**src/rtl/core/fplc_pkg.sv**
```systemverilog
// Package for the framed packet loader: frame constants, reply codes,
// sequencer state type. No dependencies.
`default_nettype none

package fplc_pkg;

    localparam int unsigned HDR_LEN = 4;

    localparam logic [7:0]  HDR_BYTE0 = 8'hAA;
    localparam logic [7:0]  HDR_BYTE1 = 8'hBB;
    localparam logic [7:0]  HDR_BYTE2 = 8'hCC;
    localparam logic [7:0]  HDR_BYTE3 = 8'hDD;

    localparam logic [15:0] CRC_POLY  = 16'h1021;
    localparam logic [7:0]  CODE_ACK  = 8'h06;
    localparam logic [7:0]  CODE_NAK  = 8'h15;

    localparam logic        KIND_WRITE = 1'b0;
    localparam logic        KIND_REPLY = 1'b1;

    typedef enum logic [2:0] {
        ST_IDLE,
        ST_CRC,
        ST_RD,
        ST_WR,
        ST_REPLY
    } state_t;

    // expected preamble byte at header position
    function automatic logic [7:0] hdr_byte(input logic [1:0] pos);
        logic [7:0] res;
        case (pos)
            2'd0:    res = HDR_BYTE0;
            2'd1:    res = HDR_BYTE1;
            2'd2:    res = HDR_BYTE2;
            default: res = HDR_BYTE3;
        endcase
        return res;
    endfunction

endpackage

`default_nettype wire

```
**src/rtl/core/fplc_rx_if.sv**
```systemverilog
// Receive-byte channel: valid/ready handshake with one 8-bit byte.
// No dependencies.
`default_nettype none

interface fplc_rx_if;
    logic       valid;
    logic       ready;
    logic [7:0] rx_byte;

    modport source (output valid, output rx_byte, input ready);
    modport sink   (input valid, input rx_byte, output ready);
endinterface

`default_nettype wire

```
**src/rtl/core/fplc_res_if.sv**
```systemverilog
// Result channel: valid/ready handshake carrying kind, address, value, last.
// No dependencies.
`default_nettype none

interface fplc_res_if;
    logic        valid;
    logic        ready;
    logic        kind;
    logic [31:0] address;
    logic [7:0]  value;
    logic        last;

    modport source (output valid, output kind, output address, output value,
                    output last, input ready);
    modport sink   (input valid, input kind, input address, input value,
                    input last, output ready);
endinterface

`default_nettype wire

```
**src/rtl/core/framed_packet_loader_crc16_core.sv**
```systemverilog
// Framed packet loader top level: preamble check, bit-serial CRC-16/XMODEM,
// payload buffer and write/reply sequencer. Uses fplc_pkg, fplc_rx_if, fplc_res_if.
`default_nettype none

// Received bytes are grouped into frames of PAYLOAD_BYTES + 6 bytes: preamble
// AA BB CC DD, the payload, then a CRC-16/XMODEM (poly 0x1021, init 0, MSB
// first) sent high byte first. When a frame ends with a good preamble and a
// matching CRC, the block issues one memory write per payload byte at a
// running 32-bit byte address (wraps modulo 2^32), then an ACK reply (0x06);
// otherwise a single NAK reply (0x15). Reply results carry address 0 and
// last = 1; writes carry last = 0. The CRC is updated by one shared
// shift/xor step per bit of each payload byte. Each write of a good frame
// takes a payload buffer read followed by an output register load, and the
// ACK follows the last write. Output stalls extend the write and reply
// steps. rx.ready is high only while the sequencer is idle. The payload
// buffer has no reset; each entry is written within a frame before it is
// read.
module framed_packet_loader_crc16_core #(
    parameter int unsigned PAYLOAD_BYTES = 32
) (
    input  wire         clk,
    input  wire         rst_n,
    fplc_rx_if.sink     rx,
    fplc_res_if.source  result
);
    import fplc_pkg::*;

    localparam int unsigned FRAME_LEN = PAYLOAD_BYTES + 6;
    localparam int unsigned POS_W     = $clog2(FRAME_LEN);
    localparam int unsigned IDX_W     = (PAYLOAD_BYTES > 1) ? $clog2(PAYLOAD_BYTES) : 1;

    localparam logic [POS_W-1:0] POS_HDR_END = POS_W'(HDR_LEN);
    localparam logic [POS_W-1:0] POS_PAY_END = POS_W'(HDR_LEN + PAYLOAD_BYTES);
    localparam logic [IDX_W-1:0] IDX_LAST    = IDX_W'(PAYLOAD_BYTES - 1);

    // control registers
    state_t             state_reg,     state_next;
    logic [POS_W-1:0]   pos_reg,       pos_next;
    logic               pre_good_reg,  pre_good_next;
    logic [15:0]        crc_reg,       crc_next;
    logic [2:0]         bit_cnt_reg,   bit_cnt_next;
    logic [31:0]        addr_reg,      addr_next;
    logic [IDX_W-1:0]   rd_idx_reg,    rd_idx_next;
    logic               out_valid_reg, out_valid_next;

    // payload registers
    logic [7:0]         shift_reg,     shift_next;
    logic [7:0]         crc_hi_reg,    crc_hi_next;
    logic [7:0]         code_reg,      code_next;
    logic               out_kind_reg,  out_kind_next;
    logic [31:0]        out_addr_reg,  out_addr_next;
    logic [7:0]         out_value_reg, out_value_next;
    logic               out_last_reg,  out_last_next;

    // payload buffer
    logic [7:0]         pay_mem [PAYLOAD_BYTES];
    logic [7:0]         rd_data_reg;
    logic               mem_we;
    logic               mem_re;
    logic [POS_W-1:0]   pos_off;
    logic [IDX_W-1:0]   mem_waddr;

    logic               out_free;
    logic               crc_fb;
    logic [7:0]         b;

    assign b         = rx.rx_byte;
    assign pos_off   = pos_reg - POS_HDR_END;
    assign mem_waddr = pos_off[IDX_W-1:0];
    assign out_free  = !out_valid_reg || result.ready;
    assign crc_fb    = crc_reg[15] ^ shift_reg[7];

    assign rx.ready       = (state_reg == ST_IDLE);
    assign result.valid   = out_valid_reg;
    assign result.kind    = out_kind_reg;
    assign result.address = out_addr_reg;
    assign result.value   = out_value_reg;
    assign result.last    = out_last_reg;

    always_comb
    begin
        state_next     = state_reg;
        pos_next       = pos_reg;
        pre_good_next  = pre_good_reg;
        crc_next       = crc_reg;
        bit_cnt_next   = bit_cnt_reg;
        addr_next      = addr_reg;
        rd_idx_next    = rd_idx_reg;
        out_valid_next = out_valid_reg && !result.ready;
        shift_next     = shift_reg;
        crc_hi_next    = crc_hi_reg;
        code_next      = code_reg;
        out_kind_next  = out_kind_reg;
        out_addr_next  = out_addr_reg;
        out_value_next = out_value_reg;
        out_last_next  = out_last_reg;
        mem_we         = 1'b0;
        mem_re         = 1'b0;

        case (state_reg)
            ST_IDLE:
            begin
                if (rx.valid)
                begin
                    if (pos_reg < POS_HDR_END)
                    begin
                        if (b != hdr_byte(pos_reg[1:0]))
                            pre_good_next = 1'b0;
                        pos_next = pos_reg + POS_W'(1);
                    end
                    else if (pos_reg < POS_PAY_END)
                    begin
                        mem_we       = 1'b1;
                        shift_next   = b;
                        bit_cnt_next = 3'd0;
                        pos_next     = pos_reg + POS_W'(1);
                        state_next   = ST_CRC;
                    end
                    else if (pos_reg == POS_PAY_END)
                    begin
                        crc_hi_next = b;
                        pos_next    = pos_reg + POS_W'(1);
                    end
                    else
                    begin
                        // frame end: check and restart framing
                        pos_next      = '0;
                        pre_good_next = 1'b1;
                        crc_next      = 16'h0000;
                        if (pre_good_reg && ({crc_hi_reg, b} == crc_reg))
                        begin
                            rd_idx_next = '0;
                            state_next  = ST_RD;
                        end
                        else
                        begin
                            code_next  = CODE_NAK;
                            state_next = ST_REPLY;
                        end
                    end
                end
            end

            ST_CRC:
            begin
                // one CRC bit per cycle
                crc_next     = {crc_reg[14:0], 1'b0} ^ (crc_fb ? CRC_POLY : 16'h0000);
                shift_next   = {shift_reg[6:0], 1'b0};
                bit_cnt_next = bit_cnt_reg + 3'd1;
                if (bit_cnt_reg == 3'd7)
                    state_next = ST_IDLE;
            end

            ST_RD:
            begin
                mem_re     = 1'b1;
                state_next = ST_WR;
            end

            ST_WR:
            begin
                if (out_free)
                begin
                    out_valid_next = 1'b1;
                    out_kind_next  = KIND_WRITE;
                    out_addr_next  = addr_reg;
                    out_value_next = rd_data_reg;
                    out_last_next  = 1'b0;
                    addr_next      = addr_reg + 32'd1;
                    if (rd_idx_reg == IDX_LAST)
                    begin
                        code_next  = CODE_ACK;
                        state_next = ST_REPLY;
                    end
                    else
                    begin
                        rd_idx_next = rd_idx_reg + IDX_W'(1);
                        state_next  = ST_RD;
                    end
                end
            end

            ST_REPLY:
            begin
                if (out_free)
                begin
                    out_valid_next = 1'b1;
                    out_kind_next  = KIND_REPLY;
                    out_addr_next  = 32'd0;
                    out_value_next = code_reg;
                    out_last_next  = 1'b1;
                    state_next     = ST_IDLE;
                end
            end

            default:
            begin
                state_next = ST_IDLE;
            end
        endcase
    end

    always_ff @(posedge clk or negedge rst_n)
    begin
        if (!rst_n)
        begin
            state_reg     <= ST_IDLE;
            pos_reg       <= '0;
            pre_good_reg  <= 1'b1;
            crc_reg       <= 16'h0000;
            bit_cnt_reg   <= 3'd0;
            addr_reg      <= 32'd0;
            rd_idx_reg    <= '0;
            out_valid_reg <= 1'b0;
        end
        else
        begin
            state_reg     <= state_next;
            pos_reg       <= pos_next;
            pre_good_reg  <= pre_good_next;
            crc_reg       <= crc_next;
            bit_cnt_reg   <= bit_cnt_next;
            addr_reg      <= addr_next;
            rd_idx_reg    <= rd_idx_next;
            out_valid_reg <= out_valid_next;
        end
    end

    always_ff @(posedge clk)
    begin
        shift_reg     <= shift_next;
        crc_hi_reg    <= crc_hi_next;
        code_reg      <= code_next;
        out_kind_reg  <= out_kind_next;
        out_addr_reg  <= out_addr_next;
        out_value_reg <= out_value_next;
        out_last_reg  <= out_last_next;
    end

    // payload buffer: one write port, one registered read port
    always_ff @(posedge clk)
    begin
        if (mem_we)
            pay_mem[mem_waddr] <= b;
        if (mem_re)
            rd_data_reg <= pay_mem[rd_idx_reg];
    end

endmodule

`default_nettype wire

```
**src/flat_wrapper.sv**
```systemverilog
// flat-port wrapper written by rule: the top's interface ports become plain ports
module framed_packet_loader_crc16_core_flat import fplc_pkg::*;
#(
    parameter int unsigned PAYLOAD_BYTES = 32
)
  (clk, rst_n, rx_valid, rx_rx_byte, rx_ready, result_valid, result_kind, result_address, result_value, result_last, result_ready);
  fplc_rx_if rx_i ();
  fplc_res_if result_i ();
  input  wire clk;
  input  wire rst_n;
  input wire logic [$bits(rx_i.valid)-1:0] rx_valid;
  input wire logic [$bits(rx_i.rx_byte)-1:0] rx_rx_byte;
  output wire logic [$bits(rx_i.ready)-1:0] rx_ready;
  output wire logic [$bits(result_i.valid)-1:0] result_valid;
  output wire logic [$bits(result_i.kind)-1:0] result_kind;
  output wire logic [$bits(result_i.address)-1:0] result_address;
  output wire logic [$bits(result_i.value)-1:0] result_value;
  output wire logic [$bits(result_i.last)-1:0] result_last;
  input wire logic [$bits(result_i.ready)-1:0] result_ready;
  assign rx_i.valid = rx_valid;
  assign rx_i.rx_byte = rx_rx_byte;
  assign rx_ready = rx_i.ready;
  assign result_valid = result_i.valid;
  assign result_kind = result_i.kind;
  assign result_address = result_i.address;
  assign result_value = result_i.value;
  assign result_last = result_i.last;
  assign result_i.ready = result_ready;
  framed_packet_loader_crc16_core #(.PAYLOAD_BYTES(PAYLOAD_BYTES)) u_core (.clk(clk), .rst_n(rst_n), .rx(rx_i), .result(result_i));
endmodule
```
**config.mk**
```make
export PLATFORM = sky130hd
export DESIGN_NAME = framed_packet_loader_crc16_core_flat
export DESIGN_NICKNAME = d
export VERILOG_FILES = /design/src/rtl/core/fplc_pkg.sv /design/src/rtl/core/fplc_rx_if.sv /design/src/rtl/core/fplc_res_if.sv /design/src/rtl/core/framed_packet_loader_crc16_core.sv /design/src/flat_wrapper.sv
export SDC_FILE = /design/constraint.sdc
export NUM_CORES = 1
export LEC_CHECK = 0
export ABC_AREA = 1
export BUFFER_PORTS_ARGS = -buffer_cell sky130_fd_sc_hd__buf_2
export CAP_MARGIN = 20
export CORE_MARGIN = 2
export CORE_UTILIZATION = 50
export CTS_BUF_LIST = sky130_fd_sc_hd__clkbuf_8
export DETAILED_ROUTE_END_ITERATION = 7
export PLACE_DENSITY = 0.72
export SLEW_MARGIN = 20
export SYNTH_ARGS = -nofsm -noshare
export SYNTH_HDL_FRONTEND = slang
export SYNTH_SLANG_ARGS = --single-unit
```
**constraint.sdc**
```tcl
create_clock -name clk -period 3.4 [get_ports clk]
set_input_delay 0.17 -clock clk [delete_from_list [all_inputs] [get_ports clk]]
set_output_delay 0.17 -clock clk [all_outputs]
set_load 0.01 [all_outputs]
```
==> results.md, run 1 <==
* Cts repair resizes at 0
* FFs w/ async S/R, synth at 0.172
* Hold slack at 0.0337 ns
* Post-synth top area share at 0.590
* Ports at 56
* Worst reg-to-reg setup slack at 0.63 ns
* DIE WIDTH at 185 um
* Max-Slew Margin vs Limit at 0.484
* Initial antenna violation count at 0
* Slew @ Worst Pin at 0.772 ns
* Worst setup path end: u_core.pay_mem[15][6]$_DFFE_PP_
* Minimum clock period at 2.77 ns
* Worst Path Arrival at 3.01 ns
* Number of global-route vias before repair at 10800
* Initial detailed-routing violation count at 1214
* Commonest non-fill, non-tap cell in the layout: edfxtp_1
* Ant diodes at 0
* Crit. End Element: flip-flop
* Initial Util at 0.506
* Max clock buf depth at 3
* Post-CTS Setup Inserts at 0
* Maximum fanout along the worst path at 8
* Critical path class: flip-flop to flip-flop
* GRT Residual Overflow at 0
* GRT Util Overall at 0.228
* Cell mode on critical path: nor2_1
* Post-Syn Nets at 1454
* WP buf/inv at 2
* LEAKAGE at 7.37 nW
* NumNets Final at 1573
* Critical path origin: u_core.pos_reg[2]$_DFFE_PN0P_
* Synth area leaders: edfxtp_1 59%, dfrtp_1 10%, nand2_1 7.0%, nor2_1 3.8%, o21ai_0 2.7%
* Sequential share of the synthesized area at 0.692
* Num rows at 66
* Pins Over Slew Limit at 0
* Final Core Density at 0.578
* Die area at 34300 um^2
* Primary FF master, synth: edfxtp_1
* CP Cell Sequence: inv_1 > ha_1 > inv_1 > nor2_1 > nor2_1 > nor2_1 > nand2_1 > nor2_1
* CTS root buffer: clkbuf_8
* Synth warn at 0
* CTS buffer count at 59
* Post-synth EDFFs at 323
* Number of flip-flops in the largest register at 256
* Worst-Skew Late Latency at 0.63 ns
* Reg2reg start: u_core.pos_reg[2]$_DFFE_PN0P_
* Max incr delay on CP at 0.60 ns
* Synth-to-Final Area Change at 14.2%
* Mapped Cells at 1429
* Layout cells sized above 1 at 0.140
* Final Cycle Share at 0.815
* Vias at 10900
* WP data required at 3.63 ns
* Antenna Nets Post-Route at 0
* First-pass DRT Iterations at 5
* Status: finished clean
* Syn Std Cell Area at 16400 um^2
* CP max stage cell: nor2_1
* Startpoint type of the worst setup path: flip-flop
* Placed wire-length estimate at 24900 um
* Cell family with the largest share of critical-path delay: simple AND/OR/NAND/NOR gates
* Core Box Area at 32500 um^2
* Clock slew at reported path FFs at 0.07 ns
* Via density per instance at 5.36
* Max Fclk at 0.361 GHz
* Hold Buf Count CTS at 7
* Pwr/cell area at 617 nW/um^2
* Reg2reg path depth at 8
* Routed WL at 38000 um
* TritonCTS clock tree: done
* Worst setup skew after layout at 0.0338 ns
* First-pass GRT wire length at 59300 um
* Htree depth at 2
* WL per Instance at 18.7 um
* WP depth at 8
* Remaining DRCs at 0
* RSZ-0062 raised after global routing: no
* Most frequent cells in the layout: 323 x edfxtp_1, 308 x nand2_1, 166 x nor2_1
* # clock sinks at 390
* Mean post-synth cell area at 11.5 um^2
* Final setup viols at 0
* Max-cap viol count at 0
* VDD IR-drop max at 452 uV
* HP Class: input pin to flip-flop
* Chip Height at 185 um
* Final TNS setup at 0 ns
* # port buffers at 55
* FF-to-FF End: u_core.pay_mem[15][6]$_DFFE_PP_
* Largest net degree at the start of global routing at 99
* Final hold vios at 0
* Flops & latches, synth at 390
* Area leader, netlist: edfxtp_1
* Filler instances at 2619
* GP Congestion at 0.871
* Distinct cells, synth at 45
## area by class of cell
type,instances,area (um^2),share of cell area
clock buffers,64,881,0.0469
clock inverters,44,377,0.0201
inverters,116,435,0.0232
multi-input cells,868,4400,0.234
flip-flops and latches,390,11400,0.606
well taps,442,553,0.0295
repair buffers,113,741,0.0395
## layer usage
metal	routed length, um	global-route usage
met1	16200	0.308
met2	18400	0.377
met3	2510	0.0376
met4	931	0.0768
met5	0	0
## how the worst min path moves through the flow
stage,slack (ns),endpoint,cells after the start,from
6_report,0.03,u_core.shift_reg[3]$_DFFE_PP_,3,rx_rx_byte[3]
5_1_grt,0.03,u_core.shift_reg[3]$_DFFE_PP_,3,rx_rx_byte[3]
4_1_cts,0.003,u_core.shift_reg[3]$_DFFE_PP_,3,rx_rx_byte[3]
3_5_place_dp,0.29,u_core.addr_reg[14]$_DFFE_PN0P_,1,rst_n
3_3_place_gp,0.29,u_core.addr_reg[14]$_DFFE_PN0P_,1,rst_n
2_1_floorplan,-0.13,u_core.addr_reg[0]$_DFFE_PN0P_,0,rst_n
## per-stage QoR
step | cells | power, W | area (um^2) | setup WS (ns)
after floorplan | 1429 | 0.00698 | 16400 | 0.240
after global placement | 1922 | 0.00754 | 17400 | 0.762
after detailed placement | 1922 | 0.00760 | 17400 | 0.646
after CTS | 2037 | 0.0117 | 18800 | 0.640
after global routing | 2037 | 0.0121 | 18800 | 0.445
final | 2037 | 0.0116 | 18800 | 0.628
## cells in the mapped netlist, types with 2 or more instances
cell type and n:
nand3_4 2, a211oi_1 8, nor2_1 167, nand2_4 4, a21oi_1 66, nor3_1 14
nor4_1 2, o21ai_0 90, nand3_1 40, o32ai_1 2, clkinv_1 2, dfrtp_1 66
nand2_1 308, inv_1 112, o22ai_1 48, buf_1 3, or2_2 2, edfxtp_1 323
o211ai_1 8, buf_2 15, mux2i_1 24, inv_2 2, nand4_1 7, buf_4 2
xnor2_1 5, nor2_4 4, ha_1 13, clkbuf_1 34, a22o_1 2, xor2_1 31
nand3b_1 3, nor3_2 3, nor2_2 5
## power breakdown
part	switching (W)	internal, W
Combinational	0.00121	0.000490
Clock	0.00179	0.00227
Sequential	0.000167	0.00564
## worst reg2reg max path, stage by stage (launching register included)
cell     delay, ns
dfrtp_1       0.47
inv_1         0.21
ha_1          0.23
inv_1         0.06
nor2_1        0.18
nor2_1        0.12
nor2_1        0.19
nand2_1       0.35
nor2_1        0.60
## kinds of logic (layout without fill, tap and decap cells)
family / Yosys count / after routing / synth area share
AND/OR/NAND/NOR: 569 / 569 / 0.147
flip-flops: 390 / 390 / 0.692
AO/OA/AOI/OAI: 226 / 226 / 0.0761
buffers and inverters: 171 / 337 / 0.0411
XOR/XNOR: 36 / 36 / 0.0192
multiplexers: 24 / 24 / 0.0146
adder cells (fa/ha/maj): 13 / 13 / 0.00990
Power figures use the tool's default switching activity.
==> run 2, diff against run 1 <==
==> constraint.sdc (replaced) <==
create_clock -name clk -period 2.3 [get_ports clk]
set_input_delay 0.115 -clock clk [delete_from_list [all_inputs] [get_ports clk]]
set_output_delay 0.115 -clock clk [all_outputs]
set_load 0.01 [all_outputs]
==> run 2 against run 1 <==
Effect of this change:
- core utilization up 0.88 points
- first-iteration DRC count up 2.1%
- sequential share of layout area down 0.90 points
- non-clock buffer count up 23
- clock-buffer cell count down 3
- register-to-register slack worse by 0.52 ns
- routed wire length up 1.5%
- critical path depth unchanged
- largest cell class unchanged
==> results.md, run 2 (synthesized netlist as in run 1, its figures left out) <==
* Via density per instance at 5.36 (about the same)
* Core Box Area at 32500 um^2 (unchanged)
* Final setup viols at 0 (unchanged)
* Clock slew at reported path FFs at 0.07 ns (about the same)
* Minimum clock period at 2.19 ns (-0.579 ns)
* Critical path class: flip-flop to flip-flop
* Placed wire-length estimate at 24900 um (+0.22%)
* Final Core Density at 0.587 (+0.00879)
* TritonCTS clock tree: done
* Max Fclk at 0.456 GHz (+26%)
* First-pass GRT wire length at 59900 um (+1.1%)
* Sequential cell area at 11400 um^2 (about the same)
* Reg2reg path depth at 8 (unchanged)
* Post-CTS Setup Inserts at 0 (unchanged)
* Slew @ Worst Pin at 0.630 ns (-0.142 ns)
* Antenna Nets Post-Route at 0 (unchanged)
* VDD IR-drop max at 540 uV (+20%)
* Max-cap viol count at 0 (unchanged)
* Num rows at 66 (unchanged)
* Area occupied by multi-input gates at 4470 um^2 (+1.6%)
* Maximum fanout along the worst path at 8 (unchanged)
* Number of flip-flops in the largest register at 256 (unchanged)
* Switch share at 0.284 (+0.0104)
* Max-Slew Margin vs Limit at 0.576 (+0.0919)
* Pwr/cell area at 887 nW/um^2 (+44%)
* Synth-to-Final Area Change at 15.9%
* Commonest non-fill, non-tap cell in the layout: edfxtp_1
* Worst Path Arrival at 2.43 ns (-0.58 ns)
* Initial Util at 0.506 (unchanged)
* Routed WL at 38600 um (+1.5%)
* Ant diodes at 0 (unchanged)
* FF-to-FF End: u_core.pay_mem[24][0]$_DFFE_PP_
* Final Cycle Share at 0.954 (+0.138)
* Reg2reg start: u_core.pos_reg[2]$_DFFE_PN0P_
* DIE WIDTH at 185 um (unchanged)
* Worst setup skew after layout at 0.0415 ns (+0.00773 ns)
* HP Class: input pin to async pin
* Fin area at 19100 um^2 (+1.5%)
* Most frequent cells in the layout: 323 x edfxtp_1, 308 x nand2_1, 150 x nor2_1
* # clock sinks at 390 (unchanged)
* Placed standard-cell area at 17700 um^2 (+1.5%)
* CTS root buffer: clkbuf_8
* First-pass DRT Iterations at 6 (+1)
* Register share of total power at 0.508 (+0.006)
* Worst reg-to-reg setup slack at 0.11 ns (-0.52 ns)
* CTS buffer count at 59 (unchanged)
* WP data required at 2.53 ns (-1.10 ns)
* Largest net degree at the start of global routing at 68 (-31%)
* RSZ-0062 raised after global routing: yes
* Layout cells sized above 1 at 0.155 (+0.0144)
* Startpoint type of the worst setup path: flip-flop
* Worst-Skew Late Latency at 0.62 ns (about the same)
* LEAKAGE at 7.50 nW (+1.7%)
* Pins Over Slew Limit at 0 (unchanged)
* GRT Residual Overflow at 0 (unchanged)
* Ports at 56 (unchanged)
* Htree depth at 2 (unchanged)
* NetSw at 0.00480 W (+51%)
* Die area at 34300 um^2 (unchanged)
* GRT Util Overall at 0.230 (+0.00192)
* Combinational Power Share at 0.168 (+0.021)
* NumNets Final at 1596 (+1.5%)
* # port buffers at 55 (unchanged)
* Vias at 11100 (+1.3%)
* GP Congestion at 0.906 (+4.1%)
* Crit. End Element: flip-flop
* Chip Height at 185 um (unchanged)
* WL per Instance at 18.7 um (+0.27%)
* Int Pwr at 0.0121 W (+44%)
* Status: finished clean
* Filler instances at 2570 (-1.9%)
* Remaining DRCs at 0 (unchanged)
* Clock power share at 0.325 (-0.026)
* Final hold vios at 0 (unchanged)
* Initial antenna violation count at 0 (unchanged)
* Initial detailed-routing violation count at 1240 (+2.1%)
* Number of global-route vias before repair at 11000 (+1.4%)
* Max clock buf depth at 3 (unchanged)
-- run 2: worst max-delay path, cell delays in order, from the launching register on --
cell	delay [ns]
dfrtp_1	0.38
inv_1	0.08
ha_1	0.20
inv_1	0.08
nor2_2	0.14
nor2_1	0.14
nor2_1	0.20
nand2_1	0.20
nor2_2	0.42
-- run 2: worst max-delay path by stage --
stage	start	to	slack, ns
global route	u_core.pos_reg[2]$_DFFE_PN0P_	u_core.pay_mem[28][3]$_DFFE_PP_	-0.05
floorplan	u_core.pos_reg[2]$_DFFE_PN0P_	u_core.pay_mem[0][0]$_DFFE_PP_	0.05
global placement	u_core.pos_reg[2]$_DFFE_PN0P_	u_core.pay_mem[21][6]$_DFFE_PP_	-0.006
CTS	u_core.pos_reg[2]$_DFFE_PN0P_	u_core.pay_mem[17][5]$_DFFE_PP_	0.06
detailed placement	u_core.pos_reg[2]$_DFFE_PN0P_	u_core.pay_mem[17][3]$_DFFE_PP_	-0.09
finish	u_core.pos_reg[2]$_DFFE_PN0P_	u_core.pay_mem[24][0]$_DFFE_PP_	0.11
-- run 2: cell type report --
type                            instances  share of cell area
Clock inverter                         50              0.0161
Multi-Input combinational cell        868               0.235
Sequential cell                       390               0.597
Inverter                              116              0.0229
Tap cell                              442              0.0290
Clock buffer                           61              0.0441
Timing Repair Buffer                  136              0.0558
-- run 2: what timing repair did --
| item | in CTS | in global routing |
|---|---|---|
| hold endpoints to repair | 86 | 0 |
| endpoints found under the setup margin | 120 | 132 |
| gates resized for setup | 15 | 9 |
| gates cloned | 0 | 0 |
| pin swaps | 0 | 2 |
| hold buffers | 12 | 0 |
-- run 2: routing by layer --
layer / routed length [um] / vias to the layer above / global-route usage
met2: 19100 / 442 / 0.388
met5: 0 / - / 0
met1: 15500 / 5322 / 0.296
li1: - / 5221 / -
met4: 1190 / 0 / 0.0851
met3: 2820 / 82 / 0.0442
-- run 2: per-stage QoR --
step	setup TNS [ns]	cells	total power, W	hold WS, ns	worst slack [ns]
global route	-2.74	2063	0.0177	0.0775	-0.0521
finish	0	2063	0.0169	0.0732	0.106
floorplan	0	1429	0.0103	-0.181	0.0543
detailed placement	-6.84	1940	0.0115	0.0249	-0.0889
CTS	0	2063	0.0170	0.0425	0.0646
global placement	-0.0788	1940	0.0114	0.0255	-0.00586
-- run 2: power by group through the flow --
stage               clock [W]  combinational [W]  sequential [W]
floorplan                   0            0.00157         0.00874
global placement            0            0.00267         0.00869
detailed placement          0            0.00274         0.00871
CTS                   0.00559            0.00281         0.00857
global route          0.00588            0.00318         0.00862
finish                0.00548            0.00284         0.00857
==> run 3, diff against run 2 <==
--- a/config.mk
+++ b/config.mk
@@ -6,13 +6,13 @@
 export NUM_CORES = 1
 export LEC_CHECK = 0
 export ABC_AREA = 1
-export BUFFER_PORTS_ARGS = -buffer_cell sky130_fd_sc_hd__buf_2
 export CAP_MARGIN = 20
 export CORE_MARGIN = 2
 export CORE_UTILIZATION = 50
 export CTS_BUF_LIST = sky130_fd_sc_hd__clkbuf_8
 export DETAILED_ROUTE_END_ITERATION = 7
-export PLACE_DENSITY = 0.72
+export DONT_BUFFER_PORTS = 1
+export PLACE_DENSITY = 0.71
 export SLEW_MARGIN = 20
 export SYNTH_ARGS = -nofsm -noshare
 export SYNTH_HDL_FRONTEND = slang
==> run 3 against run 2 <==
Effect of this change:
- die area is the same
- clock power is essentially flat
- power shrank 0.56%
- clock-buffer cell count grew 2
- setup slack gained 0.033 ns
- first-iteration DRC count shrank 22%
- combinational power shrank 6%
- core utilization shrank 0.73 points
- routed wire length shrank 0.32%
- largest cell class unchanged
- maximum frequency grew 1.6%
- register-to-register slack gained 0.03 ns
- sequential share of layout area grew 0.74 points
==> results.md, run 3 (synthesized netlist as in run 1, its figures left out) <==
* CP Cell Sequence: inv_1 > ha_1 > inv_1 > nor2_2 > nor2_1 > nor2_1 > buf_4 > nand2_1 > buf_12 > nor2_2
* Max incr delay on CP at 0.38 ns (-0.04 ns)
* # port buffers at 0 (-100%)
* Largest net degree at the start of global routing at 68 (unchanged)
* Pins Over Slew Limit at 0 (unchanged)
* Post-CTS Setup Inserts at 0 (unchanged)
* Placed wire-length estimate at 23800 um (-4.6%)
* Core Box Area at 32500 um^2 (unchanged)
* Max-Slew Margin vs Limit at 0.552 (-0.0236)
* LEAKAGE at 7.29 nW (-2.7%)
* Startpoint type of the worst setup path: flip-flop
* HP Class: input pin to async pin
* Clock slew at reported path FFs at 0.06 ns (about the same)
* TritonCTS clock tree: done
* Reg2reg start: u_core.pos_reg[3]$_DFFE_PN0P_
* Most frequent cells in the layout: 323 x edfxtp_1, 306 x nand2_1, 149 x nor2_1
* Final setup viols at 0 (unchanged)
* Slew @ Worst Pin at 0.665 ns (+0.0350 ns)
* Ports at 56 (unchanged)
* Crit. End Element: flip-flop
* RSZ-0062 raised after global routing: yes
* Layout cells sized above 1 at 0.126 (-0.0286)
* Final hold vios at 0 (unchanged)
* Critical path class: flip-flop to flip-flop
* DIE WIDTH at 185 um (unchanged)
* Worst-Skew Late Latency at 0.64 ns (+0.02 ns)
* Via density per instance at 5.44 (+1.4%)
* Placed cells at 1876 (-3.3%)
* GRT Util Overall at 0.229 (-0.00108)
* Number of flip-flops in the largest register at 256 (unchanged)
* Commonest non-fill, non-tap cell in the layout: edfxtp_1
* First-pass GRT wire length at 59300 um (-0.99%)
* CTS root buffer: clkbuf_8
* CP max stage cell: dfrtp_1
* Pwr/cell area at 893 nW/um^2 (+0.69%)
* GRT Residual Overflow at 0 (unchanged)
* VDD IR-drop max at 451 uV (-16%)
* First-pass DRT Iterations at 5 (-1)
* Max Fclk at 0.463 GHz (+1.6%)
* Die area at 34300 um^2 (unchanged)
* Worst setup skew after layout at 0.0289 ns (-0.0126 ns)
* Worst Path Arrival at 2.41 ns (-0.02 ns)
* Layout Cells excl Fill at 2002 (-3.0%)
* Status: finished clean
* Initial antenna violation count at 1 (+1)
* Initial detailed-routing violation count at 967 (-22%)
* Remaining DRCs at 0 (unchanged)
* Final Cycle Share at 0.939 (-0.0146)
* Ant diodes at 0 (unchanged)
* CTS buffer count at 61 (+3.4%)
* Initial Util at 0.506 (unchanged)
* Maximum fanout along the worst path at 8 (unchanged)
* GP Congestion at 0.916 (+1.1%)
* Final Core Density at 0.580 (-0.00729)
* WL per Instance at 19.2 um (+2.7%)
* Max clock buf depth at 3 (unchanged)
* Minimum clock period at 2.16 ns (-0.0335 ns)
* Synth-to-Final Area Change at 14.5%
* NumNets Final at 1542 (-3.4%)
* Routed WL at 38500 um (-0.32%)
* Htree depth at 2 (unchanged)
* # clock sinks at 390 (unchanged)
* Max-cap viol count at 0 (unchanged)
* Critical path origin: u_core.pos_reg[3]$_DFFE_PN0P_
* Num rows at 66 (unchanged)
* Chip Height at 185 um (unchanged)
* WP data required at 2.55 ns (+0.02 ns)
* Antenna Nets Post-Route at 0 (unchanged)
* Vias at 10900 (-1.6%)
* Number of global-route vias before repair at 10800 (-1.7%)
## run 3: layer usage
layer | vias to the layer above | part of all wire | global-route usage
met5 | - | 0 | 0
met4 | 0 | 0.036 | 0.0994
met3 | 93 | 0.070 | 0.0399
met2 | 439 | 0.50 | 0.390
met1 | 5239 | 0.40 | 0.288
li1 | 5124 | - | -
## run 3: path summary, 6_finish.rpt
path                       slack, ns                              end  cells after the start
hold reg to reg                 0.48  u_core.addr_reg[13]$_DFFE_PN0P_                      1
hold / removal                  0.04  u_core.addr_reg[14]$_DFFE_PN0P_                      2
setup / recovery                0.14  u_core.pay_mem[16][6]$_DFFE_PP_                     10
setup reg to reg                0.14  u_core.pay_mem[16][6]$_DFFE_PP_                     10
min in group clk                0.07  u_core.state_reg[1]$_DFFE_PN0P_                      9
max in group asynchronous       1.92  u_core.pre_good_reg$_DFFE_PN1P_                      2
## run 3: final cells by class
class / instances / area [um^2]
multi-input cells: 868 / 4450
repair buffers: 80 / 848
inverters: 116 / 435
clock inverters: 43 / 279
flip-flops and latches: 390 / 11400
clock buffers: 63 / 867
fillers: 2589 / 13600
well taps: 442 / 553
## run 3: through the flow
step	TNS, ns	total power (W)	setup slack (ns)	hold WS (ns)	cell area (um^2)
floorplan	0	0.0103	0.0543	-0.181	16400
global placement	-0.169	0.0111	-0.0214	-0.179	17300
detailed placement	-3.69	0.0112	-0.117	-0.180	17300
CTS	-3.01	0.0168	-0.108	0.0164	18800
global route	-0.537	0.0175	-0.0401	0.0494	18800
finish	0	0.0168	0.140	0.0443	18800
## run 3: power breakdown
part	internal (W)	switching [W]
clock	0.00288	0.00261
sequential	0.00835	0.000293
combinational	0.000854	0.00181
## run 3: critical path, delay by kind of cell (launching register included)
family	cells	cell delay [ns]
flops	1	0.38
simple gates	5	0.77
fa+ha+maj	1	0.16
buf+inv	4	0.49
## run 3: repair_timing
action / 4_1_cts / 5_1_grt
hold endpoints to repair: 348 / 0
hold buffers: 20 / 0
gates resized for setup: 10 / 11
endpoints found under the setup margin: 115 / 184
